## config.mk

```make
export PLATFORM = sky130hd
export DESIGN_NAME = xmodem_crc_packet_receiver_unit_flat
export DESIGN_NICKNAME = d
export VERILOG_FILES = /design/src/xcrc_pkg.sv /design/src/xcrc_if.sv /design/src/xmodem_crc_packet_receiver_unit.sv /design/src/xcrc_rx_fsm.sv /design/src/xcrc_rx_obuf.sv /design/src/flat_wrapper.sv
export SDC_FILE = /design/constraint.sdc
export NUM_CORES = 1
export LEC_CHECK = 0
export ABC_AREA = 1
export BUFFER_PORTS_ARGS = -buffer_cell sky130_fd_sc_hd__buf_2
export CAP_MARGIN = 15
export CORE_MARGIN = 4
export CORE_UTILIZATION = 30
export CTS_CLUSTER_DIAMETER = 30
export CTS_CLUSTER_SIZE = 25
export DETAILED_ROUTE_END_ITERATION = 7
export GPL_ROUTABILITY_DRIVEN = 0
export PLACE_DENSITY = 0.52
export SLEW_MARGIN = 20
export SYNTH_ARGS = -nofsm -noshare
export SYNTH_HDL_FRONTEND = slang
export SYNTH_HIERARCHICAL = 1
export SYNTH_SLANG_ARGS = --single-unit
```

## constraint.sdc

```tcl
create_clock -name clk_i -period 4.1 [get_ports clk_i]
set_input_delay 0.41 -clock clk_i [delete_from_list [all_inputs] [get_ports clk_i]]
set_output_delay 0.41 -clock clk_i [all_outputs]
set_load 0.02 [all_outputs]
```

## src/xcrc_pkg.sv

```systemverilog
package xcrc_pkg;

  // Session defaults
  localparam int unsigned PayloadBytesDef = 128;
  localparam logic [7:0]  MaxErrorsRst    = 8'd10;

  // Operation codes
  localparam logic [1:0] OP_START   = 2'd0;
  localparam logic [1:0] OP_BYTE    = 2'd1;
  localparam logic [1:0] OP_TIMEOUT = 2'd2;

  // Result kinds
  localparam logic [1:0] KIND_DATA  = 2'd0;
  localparam logic [1:0] KIND_REPLY = 2'd1;
  localparam logic [1:0] KIND_END   = 2'd2;

  // Session status
  localparam logic [1:0] ST_RUNNING   = 2'd0;
  localparam logic [1:0] ST_DONE      = 2'd1;
  localparam logic [1:0] ST_CANCELLED = 2'd2;
  localparam logic [1:0] ST_ABORTED   = 2'd3;

  // Line characters
  localparam logic [7:0] CH_SOH = 8'h01;
  localparam logic [7:0] CH_EOT = 8'h04;
  localparam logic [7:0] CH_ACK = 8'h06;
  localparam logic [7:0] CH_NAK = 8'h15;
  localparam logic [7:0] CH_CAN = 8'h18;

  localparam logic [15:0] CrcPoly  = 16'h1021;
  localparam logic [15:0] CrcMsb   = 16'h8000;
  localparam logic [7:0]  CompSum  = 8'd255;
  localparam logic [7:0]  ErrSat   = 8'd255;

  // One result item
  typedef struct packed {
    logic [1:0] result_kind;
    logic [7:0] byte_value;
    logic [6:0] byte_offset;
    logic [7:0] packet_number;
    logic       packet_accepted;
    logic [1:0] session_status;
    logic       last;
  } xcrc_res_t;

  // Results caused by one input item (zero to two)
  typedef struct packed {
    logic [1:0] count;
    xcrc_res_t  res0;
    xcrc_res_t  res1;
  } xcrc_step_t;

  // CRC-16/XMODEM update with one byte, MSB first
  function automatic logic [15:0] crc_update(input logic [15:0] crc, input logic [7:0] b);
    logic [15:0] c;
    c = crc ^ {b, 8'h00};
    for (int i = 0; i < 8; i++) begin
      if ((c & CrcMsb) != 16'h0000) begin
        c = {c[14:0], 1'b0} ^ CrcPoly;
      end else begin
        c = {c[14:0], 1'b0};
      end
    end
    return c;
  endfunction

endpackage

```

## src/xcrc_if.sv

```systemverilog
// Input channel: operation and received byte
interface xcrc_in_if;
  logic       valid;
  logic       ready;
  logic [1:0] operation;
  logic [7:0] rx_byte;

  modport source (output valid, output operation, output rx_byte, input ready);
  modport sink   (input valid, input operation, input rx_byte, output ready);
endinterface

// Result channel
interface xcrc_out_if;
  logic       valid;
  logic       ready;
  logic [1:0] result_kind;
  logic [7:0] byte_value;
  logic [6:0] byte_offset;
  logic [7:0] packet_number;
  logic       packet_accepted;
  logic [1:0] session_status;
  logic       last;

  modport source (output valid, output result_kind, output byte_value, output byte_offset,
                  output packet_number, output packet_accepted, output session_status,
                  output last, input ready);
  modport sink   (input valid, input result_kind, input byte_value, input byte_offset,
                  input packet_number, input packet_accepted, input session_status,
                  input last, output ready);
endinterface

```

## src/xmodem_crc_packet_receiver_unit.sv

```systemverilog
// XMODEM-CRC receiver, one line event per input transfer.
// Input channel in_i carries an operation (start session, received byte,
// receive timeout) and the received byte. Output channel out_o carries result
// items: tentative data bytes, reply bytes to transmit (ACK, NAK, CAN) and
// session end reports; last marks the final result of one input.
// cfg_we_i/cfg_data_i write max_errors, the error count that aborts a session.
// The first result of an input appears on out_o the cycle after its transfer.
// Throughput: one input per cycle while the downstream is ready and each input
// yields at most one result; the two-CAN abort yields two results. The
// two-entry result buffer sets this: an input is taken when the buffer is empty
// or its single entry leaves in the same cycle.
// Reset: no session is open, expected packet 1, max_errors 10, buffer empty.
// When the downstream stalls, results wait in the buffer and in_i.ready drops
// until there is room for the next input's results; nothing is lost.
module xmodem_crc_packet_receiver_unit #(
  parameter int unsigned PAYLOAD_BYTES = xcrc_pkg::PayloadBytesDef
) (
  input  logic              clk_i,
  input  logic              rst_ni,
  xcrc_in_if.sink           in_i,
  xcrc_out_if.source        out_o,
  input  logic              cfg_we_i,
  input  logic [7:0]        cfg_data_i
);
  import xcrc_pkg::*;

  logic [7:0] max_errors_q;
  logic       take;
  logic       room;
  xcrc_step_t step;
  xcrc_res_t  head;

  // Configuration register
  always_ff @(posedge clk_i or negedge rst_ni) begin
    if (!rst_ni) begin
      max_errors_q <= MaxErrorsRst;
    end else if (cfg_we_i) begin
      max_errors_q <= cfg_data_i;
    end
  end

  assign take       = in_i.valid && room;
  assign in_i.ready = room;

  xcrc_rx_fsm #(
    .PAYLOAD_BYTES(PAYLOAD_BYTES)
  ) u_fsm (
    .clk_i        (clk_i),
    .rst_ni       (rst_ni),
    .take_i       (take),
    .op_i         (in_i.operation),
    .byte_i       (in_i.rx_byte),
    .max_errors_i (max_errors_q),
    .step_o       (step)
  );

  xcrc_rx_obuf u_obuf (
    .clk_i       (clk_i),
    .rst_ni      (rst_ni),
    .push_i      (take),
    .step_i      (step),
    .pop_ready_i (out_o.ready),
    .room_o      (room),
    .valid_o     (out_o.valid),
    .head_o      (head)
  );

  // Result fields
  assign out_o.result_kind     = head.result_kind;
  assign out_o.byte_value      = head.byte_value;
  assign out_o.byte_offset     = head.byte_offset;
  assign out_o.packet_number   = head.packet_number;
  assign out_o.packet_accepted = head.packet_accepted;
  assign out_o.session_status  = head.session_status;
  assign out_o.last            = head.last;

endmodule

```

## src/xcrc_rx_fsm.sv

```systemverilog
module xcrc_rx_fsm #(
  parameter int unsigned PAYLOAD_BYTES = xcrc_pkg::PayloadBytesDef
) (
  input  logic                clk_i,
  input  logic                rst_ni,
  input  logic                take_i,
  input  logic [1:0]          op_i,
  input  logic [7:0]          byte_i,
  input  logic [7:0]          max_errors_i,
  output xcrc_pkg::xcrc_step_t step_o
);
  import xcrc_pkg::*;

  localparam int unsigned CntW = (PAYLOAD_BYTES > 1) ? $clog2(PAYLOAD_BYTES) : 1;
  localparam logic [CntW-1:0] CntLast = CntW'(PAYLOAD_BYTES - 1);

  typedef enum logic [3:0] {
    PH_IDLE, PH_HEADER, PH_NUM, PH_COMP, PH_DATA, PH_CRC_HI, PH_CRC_LO
  } phase_e;

  phase_e          phase_q, phase_d;
  logic [7:0]      exp_num_q, exp_num_d;
  logic [7:0]      rcv_num_q, rcv_num_d;
  logic            num_bad_q, num_bad_d;
  logic [CntW-1:0] cnt_q, cnt_d;
  logic [15:0]     crc_q, crc_d;
  logic [7:0]      crc_hi_q, crc_hi_d;
  logic [7:0]      err_q, err_d;

  logic [7:0]      err_inc;
  logic            abort;
  logic [CntW+6:0] cnt_ext;
  logic [7:0]      comp_sum;
  xcrc_res_t       blank;

  assign err_inc  = (err_q != ErrSat) ? (err_q + 8'd1) : err_q;
  assign abort    = (err_inc >= max_errors_i);
  assign cnt_ext  = {7'd0, cnt_q};
  assign comp_sum = rcv_num_q + byte_i;

  // Next state and results for the presented item
  always_comb begin
    phase_d   = phase_q;
    exp_num_d = exp_num_q;
    rcv_num_d = rcv_num_q;
    num_bad_d = num_bad_q;
    cnt_d     = cnt_q;
    crc_d     = crc_q;
    crc_hi_d  = crc_hi_q;
    err_d     = err_q;

    blank = '0;
    blank.packet_number = exp_num_q;
    blank.last          = 1'b1;
    step_o       = '0;
    step_o.res0  = blank;
    step_o.res1  = blank;

    case (op_i)
      OP_START: begin
        phase_d   = PH_HEADER;
        exp_num_d = 8'd1;
        rcv_num_d = 8'd0;
        num_bad_d = 1'b0;
        cnt_d     = '0;
        crc_d     = '0;
        crc_hi_d  = '0;
        err_d     = '0;
      end
      OP_TIMEOUT: begin
        if (phase_q inside {PH_NUM, PH_COMP, PH_DATA, PH_CRC_HI, PH_CRC_LO}) begin
          err_d = err_inc;
          step_o.res0.result_kind = KIND_REPLY;
          if (abort) begin
            step_o.count = 2'd2;
            step_o.res0.byte_value     = CH_CAN;
            step_o.res0.session_status = ST_ABORTED;
            step_o.res0.last           = 1'b0;
            step_o.res1.result_kind    = KIND_REPLY;
            step_o.res1.byte_value     = CH_CAN;
            step_o.res1.session_status = ST_ABORTED;
            phase_d = PH_IDLE;
          end else begin
            step_o.count = 2'd1;
            step_o.res0.byte_value = CH_NAK;
            phase_d = PH_HEADER;
          end
        end
      end
      OP_BYTE: begin
        case (phase_q)
          PH_HEADER: begin
            if (byte_i == CH_SOH) begin
              phase_d = PH_NUM;
            end else if (byte_i == CH_EOT) begin
              step_o.count = 2'd1;
              step_o.res0.result_kind    = KIND_REPLY;
              step_o.res0.byte_value     = CH_ACK;
              step_o.res0.session_status = ST_DONE;
              phase_d = PH_IDLE;
            end else if (byte_i == CH_CAN) begin
              step_o.count = 2'd1;
              step_o.res0.result_kind    = KIND_END;
              step_o.res0.session_status = ST_CANCELLED;
              phase_d = PH_IDLE;
            end else begin
              // bad header: error reply with the expected number
              err_d = err_inc;
              step_o.res0.result_kind = KIND_REPLY;
              if (abort) begin
                step_o.count = 2'd2;
                step_o.res0.byte_value     = CH_CAN;
                step_o.res0.session_status = ST_ABORTED;
                step_o.res0.last           = 1'b0;
                step_o.res1.result_kind    = KIND_REPLY;
                step_o.res1.byte_value     = CH_CAN;
                step_o.res1.session_status = ST_ABORTED;
                phase_d = PH_IDLE;
              end else begin
                step_o.count = 2'd1;
                step_o.res0.byte_value = CH_NAK;
              end
            end
          end
          PH_NUM: begin
            rcv_num_d = byte_i;
            num_bad_d = (byte_i != exp_num_q);
            phase_d   = PH_COMP;
          end
          PH_COMP: begin
            if (comp_sum != CompSum || rcv_num_q > CompSum - byte_i) begin
              num_bad_d = 1'b1;
            end
            cnt_d   = '0;
            crc_d   = '0;
            phase_d = PH_DATA;
          end
          PH_DATA: begin
            crc_d = crc_update(crc_q, byte_i);
            step_o.count = 2'd1;
            step_o.res0.result_kind   = KIND_DATA;
            step_o.res0.byte_value    = byte_i;
            step_o.res0.byte_offset   = cnt_ext[6:0];
            step_o.res0.packet_number = rcv_num_q;
            cnt_d = cnt_q + CntW'(1);
            if (cnt_q == CntLast) begin
              phase_d = PH_CRC_HI;
            end
          end
          PH_CRC_HI: begin
            crc_hi_d = byte_i;
            phase_d  = PH_CRC_LO;
          end
          PH_CRC_LO: begin
            step_o.res0.result_kind   = KIND_REPLY;
            step_o.res0.packet_number = rcv_num_q;
            if (!num_bad_q && {crc_hi_q, byte_i} == crc_q) begin
              step_o.count = 2'd1;
              step_o.res0.byte_value      = CH_ACK;
              step_o.res0.packet_accepted = 1'b1;
              exp_num_d = exp_num_q + 8'd1;
              phase_d   = PH_HEADER;
            end else begin
              err_d = err_inc;
              if (abort) begin
                step_o.count = 2'd2;
                step_o.res0.byte_value     = CH_CAN;
                step_o.res0.session_status = ST_ABORTED;
                step_o.res0.last           = 1'b0;
                step_o.res1.result_kind    = KIND_REPLY;
                step_o.res1.byte_value     = CH_CAN;
                step_o.res1.packet_number  = rcv_num_q;
                step_o.res1.session_status = ST_ABORTED;
                phase_d = PH_IDLE;
              end else begin
                step_o.count = 2'd1;
                step_o.res0.byte_value = CH_NAK;
                phase_d = PH_HEADER;
              end
            end
          end
          default: begin
          end
        endcase
      end
      default: begin
      end
    endcase
  end

  // Session state
  always_ff @(posedge clk_i or negedge rst_ni) begin
    if (!rst_ni) begin
      phase_q   <= PH_IDLE;
      exp_num_q <= 8'd1;
      rcv_num_q <= 8'd0;
      num_bad_q <= 1'b0;
      cnt_q     <= '0;
      crc_q     <= '0;
      crc_hi_q  <= '0;
      err_q     <= '0;
    end else if (take_i) begin
      phase_q   <= phase_d;
      exp_num_q <= exp_num_d;
      rcv_num_q <= rcv_num_d;
      num_bad_q <= num_bad_d;
      cnt_q     <= cnt_d;
      crc_q     <= crc_d;
      crc_hi_q  <= crc_hi_d;
      err_q     <= err_d;
    end
  end

endmodule

```

## src/xcrc_rx_obuf.sv

```systemverilog
module xcrc_rx_obuf (
  input  logic                 clk_i,
  input  logic                 rst_ni,
  input  logic                 push_i,
  input  xcrc_pkg::xcrc_step_t step_i,
  input  logic                 pop_ready_i,
  output logic                 room_o,
  output logic                 valid_o,
  output xcrc_pkg::xcrc_res_t  head_o
);
  import xcrc_pkg::*;

  logic [1:0] cnt_q, cnt_d;
  xcrc_res_t  slot0_q, slot0_d;
  xcrc_res_t  slot1_q, slot1_d;
  logic       pop;

  assign valid_o = (cnt_q != 2'd0);
  assign head_o  = slot0_q;
  assign pop     = valid_o && pop_ready_i;
  // room for two results once the head leaves this cycle
  assign room_o  = (cnt_q == 2'd0) || (cnt_q == 2'd1 && pop_ready_i);

  // Load on push (buffer is empty after pop), else shift on pop
  always_comb begin
    cnt_d   = cnt_q;
    slot0_d = slot0_q;
    slot1_d = slot1_q;
    if (pop) begin
      cnt_d   = cnt_q - 2'd1;
      slot0_d = slot1_q;
    end
    if (push_i) begin
      cnt_d   = step_i.count;
      slot0_d = step_i.res0;
      slot1_d = step_i.res1;
    end
  end

  always_ff @(posedge clk_i or negedge rst_ni) begin
    if (!rst_ni) begin
      cnt_q <= 2'd0;
    end else begin
      cnt_q <= cnt_d;
    end
  end

  always_ff @(posedge clk_i) begin
    slot0_q <= slot0_d;
    slot1_q <= slot1_d;
  end

endmodule

```

## src/flat_wrapper.sv

```systemverilog
// flat-port wrapper written by rule: the top's interface ports become plain ports
module xmodem_crc_packet_receiver_unit_flat import xcrc_pkg::*;
#(
  parameter int unsigned PAYLOAD_BYTES = xcrc_pkg::PayloadBytesDef
)
  (clk_i, rst_ni, cfg_we_i, cfg_data_i, in_i_valid, in_i_operation, in_i_rx_byte, in_i_ready, out_o_valid, out_o_result_kind, out_o_byte_value, out_o_byte_offset, out_o_packet_number, out_o_packet_accepted, out_o_session_status, out_o_last, out_o_ready);
  xcrc_in_if in_i_i ();
  xcrc_out_if out_o_i ();
  input  logic clk_i;
  input  logic rst_ni;
  input  logic cfg_we_i;
  input  logic [7:0] cfg_data_i;
  input wire logic [$bits(in_i_i.valid)-1:0] in_i_valid;
  input wire logic [$bits(in_i_i.operation)-1:0] in_i_operation;
  input wire logic [$bits(in_i_i.rx_byte)-1:0] in_i_rx_byte;
  output wire logic [$bits(in_i_i.ready)-1:0] in_i_ready;
  output wire logic [$bits(out_o_i.valid)-1:0] out_o_valid;
  output wire logic [$bits(out_o_i.result_kind)-1:0] out_o_result_kind;
  output wire logic [$bits(out_o_i.byte_value)-1:0] out_o_byte_value;
  output wire logic [$bits(out_o_i.byte_offset)-1:0] out_o_byte_offset;
  output wire logic [$bits(out_o_i.packet_number)-1:0] out_o_packet_number;
  output wire logic [$bits(out_o_i.packet_accepted)-1:0] out_o_packet_accepted;
  output wire logic [$bits(out_o_i.session_status)-1:0] out_o_session_status;
  output wire logic [$bits(out_o_i.last)-1:0] out_o_last;
  input wire logic [$bits(out_o_i.ready)-1:0] out_o_ready;
  assign in_i_i.valid = in_i_valid;
  assign in_i_i.operation = in_i_operation;
  assign in_i_i.rx_byte = in_i_rx_byte;
  assign in_i_ready = in_i_i.ready;
  assign out_o_valid = out_o_i.valid;
  assign out_o_result_kind = out_o_i.result_kind;
  assign out_o_byte_value = out_o_i.byte_value;
  assign out_o_byte_offset = out_o_i.byte_offset;
  assign out_o_packet_number = out_o_i.packet_number;
  assign out_o_packet_accepted = out_o_i.packet_accepted;
  assign out_o_session_status = out_o_i.session_status;
  assign out_o_last = out_o_i.last;
  assign out_o_i.ready = out_o_ready;
  xmodem_crc_packet_receiver_unit #(.PAYLOAD_BYTES(PAYLOAD_BYTES)) u_core (.clk_i(clk_i), .rst_ni(rst_ni), .in_i(in_i_i), .out_o(out_o_i), .cfg_we_i(cfg_we_i), .cfg_data_i(cfg_data_i));
endmodule
```

==> results by group, run 1 <==
Critical path
  – Max FO, Critical Path: 7
  – R2R cell count: 20
  – CP peak stage delay: 0.42 ns
  – WP buf/inv: 3
  – Crit Path Class: reg -> reg
  – Crit. Startpoint: u_core/u_fsm/err_q[0]$_DFFE_PN0P_
  – Reg-to-Reg Start: u_core/u_fsm/err_q[0]$_DFFE_PN0P_
  – Crit. End Element: register
  – Worst EP arrival: roughly 3.7 ns
  – Crit-path cells: ha_1 > nand3_1 > nor2_1 > inv_1 > nor2_1 > nand2_1 > nand2_1 > a21boi_0 > inv_1 > ha_1 > inv_1 > nor2_1 > o21bai_1 > nand3_1 > a21oi_1 > nor2_1 > o21ai_0 > nand2_1 > nand2_1 > nand2_1
  – R2r setup slk: between 0.6 and 0.7 ns
  – Worst path slowest cell: a21oi_1
  – R2r endpoint: u_core/u_obuf/head_o[1]$_DFFE_PP_
  – Critical Path RT: 4.27 ns
  – Worst setup SP type: register
  – Most frequent CP cell: nand2_1
  – Delay-heaviest family, CP: simple AND/OR/NAND/NOR gates

Yosys
  – Distinct cells, synth: 48
  – Async S/R FF share, synth: 54.3%
  – Mapped Area: 7480 um^2
  – #FFs+latches synth: roughly 130
  – Sequential element share of the synthesized area: about 46%
  – Ys Warns: 6
  – Number of synthesized flops with an enable pin: between 50 and 60
  – Average size of a mapped cell: between 8 and 9 um^2
  – Ys flop type: dfrtp_1
  – Post-Synthesis Cells: just over 900

Place
  – Post-DP HPWL: 13.7 mm
  – Buffers on Ports: 53
  – Place WS: 0.564 ns

Floorplan
  – Die Area: 27500 um^2
  – Initial Util: 30.7%
  – Die height: 166 um
  – Die Wd: 166 um
  – Core area: 24400 um^2
  – Rows: 57
  – IO Count: 54

Timing
  – Setup TNS: 0 ns
  – Max-slew violations: 0
  – Final Hold Fails: 0
  – Actual slew at the worst max-slew pin: 0.904 ns
  – Final setup vio count: 0
  – Final min period: 3.49 ns
  – Max_slew headroom: 39.4%
  – Max Freq: approximately 0.29 GHz
  – Final period util: 85.2%
  – RSZ-0062 raised after global routing: no
  – Post-route setup slack: just over 0.6 ns
  – Final worst clock skew: between 0.01 and 0.015 ns

GRT
  – Global-route wire length before repair: 30.9 mm
  – Largest net degree at the start of global routing: 64
  – Vias in the first global route: 5920
  – Initial antenna violation count: 0
  – Overall Global Routing Usage: 13.8%
  – Gr ovfl total: 0

Flow run
  – Max-Cap Viols: 0

Drt
  – Total Routed Length: roughly 19 mm
  – Drt drc: 0
  – DR iter-0 viols: 448
  – Vias per cell: 4.66
  – Drt first pass iters: 5
  – DR WL/cell: 14.2 um
  – Vias: 6109
  – Final ANT Viol Nets: 0

Pwr
  – P per Cell Area: around 620 nW/um^2
  – Worst vdd ir: 0.315 mV
  – P_leak: approximately 0.004 uW

Final layout
  – Total Nets Final: around 1000
  – Layout cells sized above 1: 12.3%
  – Area growth from synthesis to layout: 14.4%
  – N_diodes: 0

Clock tree
  – Clk slew on worst S/H paths: 0.06 ns
  – Hold-fix buffers, CTS: 0
  – CTS Buffer Depth: 2
  – CTS tree: built
  – Num CTS Buffers: 17
  – Root Driver: clkbuf_16
  – Clock Latency Late Sink: 0.42 ns
  – H-tree levels: 4
  – Sinks on Clock Net: 127

Status
  – Status: complete, no violations

Worst hold path
  – Path type of the worst min-delay path: in -> async
-- synth_stat cells, types with 2 or more instances --
library cell	number	area [um^2]
nor3_1	10	50.1
o211ai_1	3	22.5
a31oi_1	3	18.8
ha_1	26	325
xnor2_1	23	201
inv_1	98	368
o22ai_1	13	81.3
nand3_2	2	20.0
buf_2	6	30.0
dfstp_2	3	78.8
nand3_1	42	210
o21a_1	2	15.0
nor2_2	6	37.5
or2_2	2	12.5
a21o_1	2	15.0
nor2_1	64	240
inv_2	6	22.5
nand4_1	15	93.8
buf_4	26	195
o21ai_0	65	325
nand2_2	5	31.3
a21oi_1	20	100
nand2_1	307	1150
o21ai_2	3	26.3
nor4_1	2	12.5
edfxtp_1	58	1740
xor2_1	14	123
dfrtp_1	66	1650
clkbuf_1	6	22.5
o21ai_1	3	15.0
buf_6	5	56.3
nand3b_1	2	15.0
conb_1	2	7.51
-- metrics by stage --
stage / cell area (um^2) / hold WS (ns) / total power (uW) / util [%] / cells
floorplan: 7530 / 0.114 / 3270 / - / 939
global placement: 7930 / 0.456 / 3730 / 32.5 / 1277
detailed placement: 7930 / 0.454 / 3740 / 32.5 / 1277
CTS: 8550 / 0.0281 / 5400 / 35.1 / 1309
global route: 8560 / 0.0440 / 5720 / 35.1 / 1310
finish: 8560 / 0.00873 / 5340 / 35.1 / 1310
-- registers in the layout (all words and copies together) (netlist names) --
name	count
u_core/u_obuf/head_o	29
u_core/u_obuf/slot1_q	29
u_core/u_fsm/crc_q	16
u_core/max_errors_q	8
u_core/u_fsm/crc_hi_q	8
u_core/u_fsm/err_q	8
u_core/u_fsm/exp_num_q	8
u_core/u_fsm/rcv_num_q	8
u_core/u_fsm/cnt_q	7
u_core/u_fsm/phase_q	3
u_core/u_obuf/cnt_q	2
u_core/u_fsm/num_bad_q	1
-- logic make-up (layout without fill, tap and decap cells) --
group	Yosys count	in the layout	synth area share (%)
DFF	127	127	46.4
and+or+nand+nor	462	462	26.0
adders and majority gates	27	27	4.62
buffers and inverters	150	197	9.63
AOI/OAI and AO/OA	119	119	8.81
muxes	1	1	0.134
xor gates and xnor gates	37	37	4.33
other	2	16	0.100
-- where the power goes --
group	switching [uW]	internal, uW	leakage (uW)
registers	221	1780	0.00148
logic	1150	558	0.00220
clock network	552	1070	0.000307
-- metal layers --
layer	routed length [um]	track usage (%)	vias up	share of wire [%]
li1	-	-	3065	-
met1	8860	18.5	2853	47
met2	8460	21.9	163	45
met3	912	3.31	28	4.9
met4	424	4.66	0	2.3
met5	0	0	-	0
-- cells in the final DEF, fill, tap and decap left out, types with 3 or more instances in the layout --
| cell type | instances |
|---|---|
| nand3_1 | 42 |
| a31oi_1 | 3 |
| buf_2 | 53 |
| buf_4 | 7 |
| a21oi_1 | 20 |
| nor2_1 | 64 |
| o211ai_1 | 3 |
| nand2_1 | 307 |
| dfrtp_1 | 66 |
| bufinv_16 | 5 |
| o21ai_1 | 3 |
| nand4_1 | 15 |
| inv_1 | 97 |
| clkinv_1 | 3 |
| edfxtp_1 | 58 |
| clkbuf_16 | 17 |
| inv_2 | 7 |
| o22ai_1 | 13 |
| nor2_2 | 6 |
| clkinv_2 | 3 |
| o21ai_0 | 65 |
| xor2_1 | 14 |
| nor3_1 | 10 |
| nand2_2 | 5 |
| o21ai_2 | 3 |
| xnor2_1 | 23 |
| dfstp_2 | 3 |
| ha_1 | 26 |
| conb_1 | 16 |
-- final cells by class --
class | instances | area (um^2)
multi-input cells | 662 | 3340
flip-flops and latches | 127 | 3470
well taps | 324 | 405
clock inverters | 13 | 194
clock buffers | 19 | 433
fillers | 2547 | 15800
repair buffers | 60 | 318
inverters | 105 | 397
-- how the worst max path moves through the flow --
stage | to | slack [ns] | cells past startpoint
final | u_core/u_obuf/head_o[1]$_DFFE_PP_ | 0.61 | 20
after global routing | u_core/u_obuf/head_o[1]$_DFFE_PP_ | 0.05 | 20
after CTS | u_core/u_obuf/head_o[2]$_DFFE_PP_ | 0.48 | 22
after floorplan | u_core/u_obuf/head_o[0]$_DFFE_PP_ | 1.17 | 9
after global placement | u_core/u_obuf/head_o[1]$_DFFE_PP_ | 0.70 | 22
after detailed placement | u_core/u_obuf/head_o[2]$_DFFE_PP_ | 0.56 | 22
-- repair_timing --
action,in CTS,in global routing
resized for setup,0,0
endpoints found under the setup margin,0,2
setup buffers,0,1
(Power assumes the default switching activity.)
==> run 2: changes to the inputs <==
- PLACE_DENSITY: 0.52 -> 0.53
- SYNTH_HIERARCHICAL: 1 -> unset
==> run 2 against run 1 <==
  * Die area shrank 13%
  * Non-clock buffer count shrank 3
  * Utilization shrank 0.61 points
  * Total power shrank 16%
  * Clock-buffer cell count shrank 10
  * Global-route usage grew 0.090 points
  * Highest routed layer unchanged
==> results by group, run 2 <==
Clock tree
  – Root Driver: clkbuf_16
  – Post-CTS sizing: 0
  – CTS Buffer Depth: 2
  – Hold-fix buffers, CTS: 0
  – Sinks on Clock Net: 107
  – H-tree levels: 3
  – Clk slew on worst S/H paths: 0.08 ns
  – Post-CTS setup buffers: 0
  – CTS tree: built
  – Num CTS Buffers: 9
  – Clock Latency Late Sink: roughly 0.36 ns

Yosys
  – Average size of a mapped cell: approximately 8.2 um^2
  – Async S/R FF share, synth: 64.5%
  – Top cells by area, synth: dfrtp_1 (26%), edfxtp_1 (18%), nand2_1 (12%)
  – Leading area contributor after synthesis: dfrtp_1
  – #FFs+latches synth: approximately 110
  – Sequential element share of the synthesized area: roughly 45%
  – Synth top area share: around 26%
  – Distinct cells, synth: between 40 and 50
  – Post-Synthesis Cells: 783
  – Ys Warns: 0
  – Ys flop type: dfrtp_1
  – Mapped Area: 6450 um^2
  – Syn nets: 833
  – Most common cell in the netlist: nand2_1
  – Commonest cells post-synth: nand2_1 (199), inv_1 (85), dfrtp_1 (66)
  – Number of synthesized flops with an enable pin: 38

GRT
  – Largest net degree at the start of global routing: 50
  – Gr ovfl total: 0
  – Global-route wire length before repair: ~27 mm
  – Met1 Resource Use GR: a little under a fifth
  – Met3 Use GR: 2.18%
  – Grt peak-use layer: met2
  – Overall Global Routing Usage: 13.9%
  – Initial antenna violation count: 0
  – Vias in the first global route: 4965
  – GR Layer Usage met2: 22.7%

Critical path
  – Crit. Startpoint: u_core.u_fsm.err_q[0]$_DFFE_PN0P_
  – Crit Path Class: reg -> reg
  – Critical Path RT: 4.22 ns
  – WP buf/inv: 3
  – CP peak stage delay: 0.41 ns
  – Worst setup SP type: register
  – Worst EP arrival: between 3 and 4 ns
  – Crit. End Element: register
  – Most frequent CP cell: nand2_1
  – Worst path slowest cell: dfrtp_1
  – Max FO, Critical Path: 9
  – Delay-heaviest family, CP: simple AND/OR/NAND/NOR gates
  – Reg-to-Reg Start: u_core.u_fsm.err_q[0]$_DFFE_PN0P_
  – Crit-path cells: ha_1 > nand2_1 > nor3_2 > nand3_1 > inv_1 > nor3_1 > a21oi_1 > ha_1 > nand2_1 > nor2_1 > nor2_1 > nand2_1 > nand2_1 > nand2_1 > inv_1 > nor2_1 > inv_1 > nand3_1 > nand2_1 > nand2_1

Timing
  – Final min period: 3.16 ns
  – Final setup vio count: 0
  – Final Hold Fails: 0
  – Final period util: about three quarters
  – Actual slew at the worst max-slew pin: just over 1 ns
  – Max Freq: 0.317 GHz
  – Setup TNS: 0 ns
  – RSZ-0062 raised after global routing: no
  – Final worst clock skew: 0.0111 ns
  – Max_slew headroom: 31.3%
  – Max-slew violations: 0

Drt
  – DR iter-0 viols: 339
  – Vias: 5186
  – Final ANT Viol Nets: 0
  – Drt drc: 0
  – Total Routed Length: 16.4 mm
  – DR WL/cell: 14.7 um
  – Vias per cell: 4.67
  – Drt first pass iters: 5

Floorplan
  – Die Area: approximately 24000 um^2
  – Die Wd: 155 um
  – Rows: 53
  – Initial Util: a little under a third
  – IO Count: 54
  – Die height: approximately 150 um
  – Core area: approximately 21000 um^2

Final layout
  – Area growth from synthesis to layout: 12.7%
  – Final core utilization: 34.5%
  – Commonest non-fill, non-tap cell in the layout: nand2_1
  – Most frequent cells in the layout: nand2_1 (199), inv_1 (85), dfrtp_1 (66)
  – N_diodes: 0
  – Total Nets Final: 880
  – Layout cells sized above 1: 15.9%
  – Max reg flops: 29

Pwr
  – P_leak: 0.00328 uW
  – P per Cell Area: 618 nW/um^2
  – Clock power share: between 20% and 30%
  – P_sw: 1830 uW
  – Comb pwr share: 39.6%
  – Worst vdd ir: 0.199 mV
  – Sequential power share: 39.8%
  – P_int: 2660 uW
  – Switching part of the total: 40.8%

Flow run
  – Max-Cap Viols: 0

Status
  – Status: complete, no violations

Place
  – Post-DP HPWL: around 12 mm
  – Buffers on Ports: between 50 and 60

Worst hold path
  – Path type of the worst min-delay path: in -> async
==> run 2: cells by family (layout without fill, tap and decap cells) <==
group,Yosys count,after routing,share of synthesized area (%)
and+or+nand+nor,362,362,25.5
buffers and inverters,117,169,7.60
xor gates and xnor gates,41,41,5.57
AOI/OAI and AO/OA,128,128,11.3
muxes,1,1,0.175
DFF,107,107,44.5
adders and majority gates,27,27,5.35
==> run 2: per-stage QoR <==
step	worst slack, ns	area (um^2)	hold slack [ns]	total power [uW]	instances
3_5_place_dp	1.00	6960	0.437	3600	1094
4_1_cts	0.976	7270	0.0417	4550	1110
6_report	0.944	7270	0.0225	4490	1110
2_1_floorplan	1.37	6450	0.114	3120	783
3_3_place_gp	1.10	6960	0.436	3590	1094
5_1_grt	0.589	7270	0.0595	4860	1110
==> run 2: worst reg2reg max path: stages, from the launching register on <==
cell and delay [ns]:
dfrtp_1 0.41, ha_1 0.20, nand2_1 0.09, nor3_2 0.17, nand3_1 0.28, inv_1 0.16, nor3_1 0.05, a21oi_1 0.17
ha_1 0.27, nand2_1 0.08, nor2_1 0.05, nor2_1 0.08, nand2_1 0.06, nand2_1 0.05, nand2_1 0.17, inv_1 0.25
nor2_1 0.09, inv_1 0.09, nand3_1 0.08, nand2_1 0.06, nand2_1 0.05
==> run 2: final timing paths <==
path / to / slack [ns] / cells past startpoint
min in group clk_i: u_core.max_errors_q[6]$_DFFE_PN0P_ / 0.24 / 3
max in group asynchronous: u_core.u_fsm.crc_q[12]$_DFFE_PN0P_ / 3.02 / 2
worst min-delay path: u_core.u_fsm.phase_q[0]$_DFFE_PN0P_ / 0.02 / 1
worst max-delay path: u_core.u_obuf.head_o[2]$_DFFE_PP_ / 0.94 / 20
worst min register to register: u_core.max_errors_q[1]$_DFFE_PN1P_ / 0.51 / 2
worst max register to register: u_core.u_obuf.head_o[2]$_DFFE_PP_ / 0.94 / 20
==> run 2: layer usage <==
layer  vias up  routed length [um]
met2       109                7770
met5         -                   0
met4         0                 296
met1      2395                7650
met3        20                 647
li1       2662                   -
==> run 2: power groups by stage <==
stage / combinational (uW) / sequential [uW] / clock [uW]
after floorplan: 1260 / 1860 / 0
after global placement: 1790 / 1800 / 0
after detailed placement: 1800 / 1800 / 0
after CTS: 1810 / 1790 / 957
after global routing: 2030 / 1830 / 994
final: 1780 / 1790 / 927
==> run 2: layout make-up <==
cell class / count / area [um^2]
Clock buffer: 9 / 225
Timing Repair Buffer: 57 / 295
Clock inverter: 7 / 85.1
Tap cell: 275 / 344
Sequential cell: 107 / 2870
Fill cell: 2252 / 13800
Inverter: 96 / 362
Multi-Input combinational cell: 559 / 3090
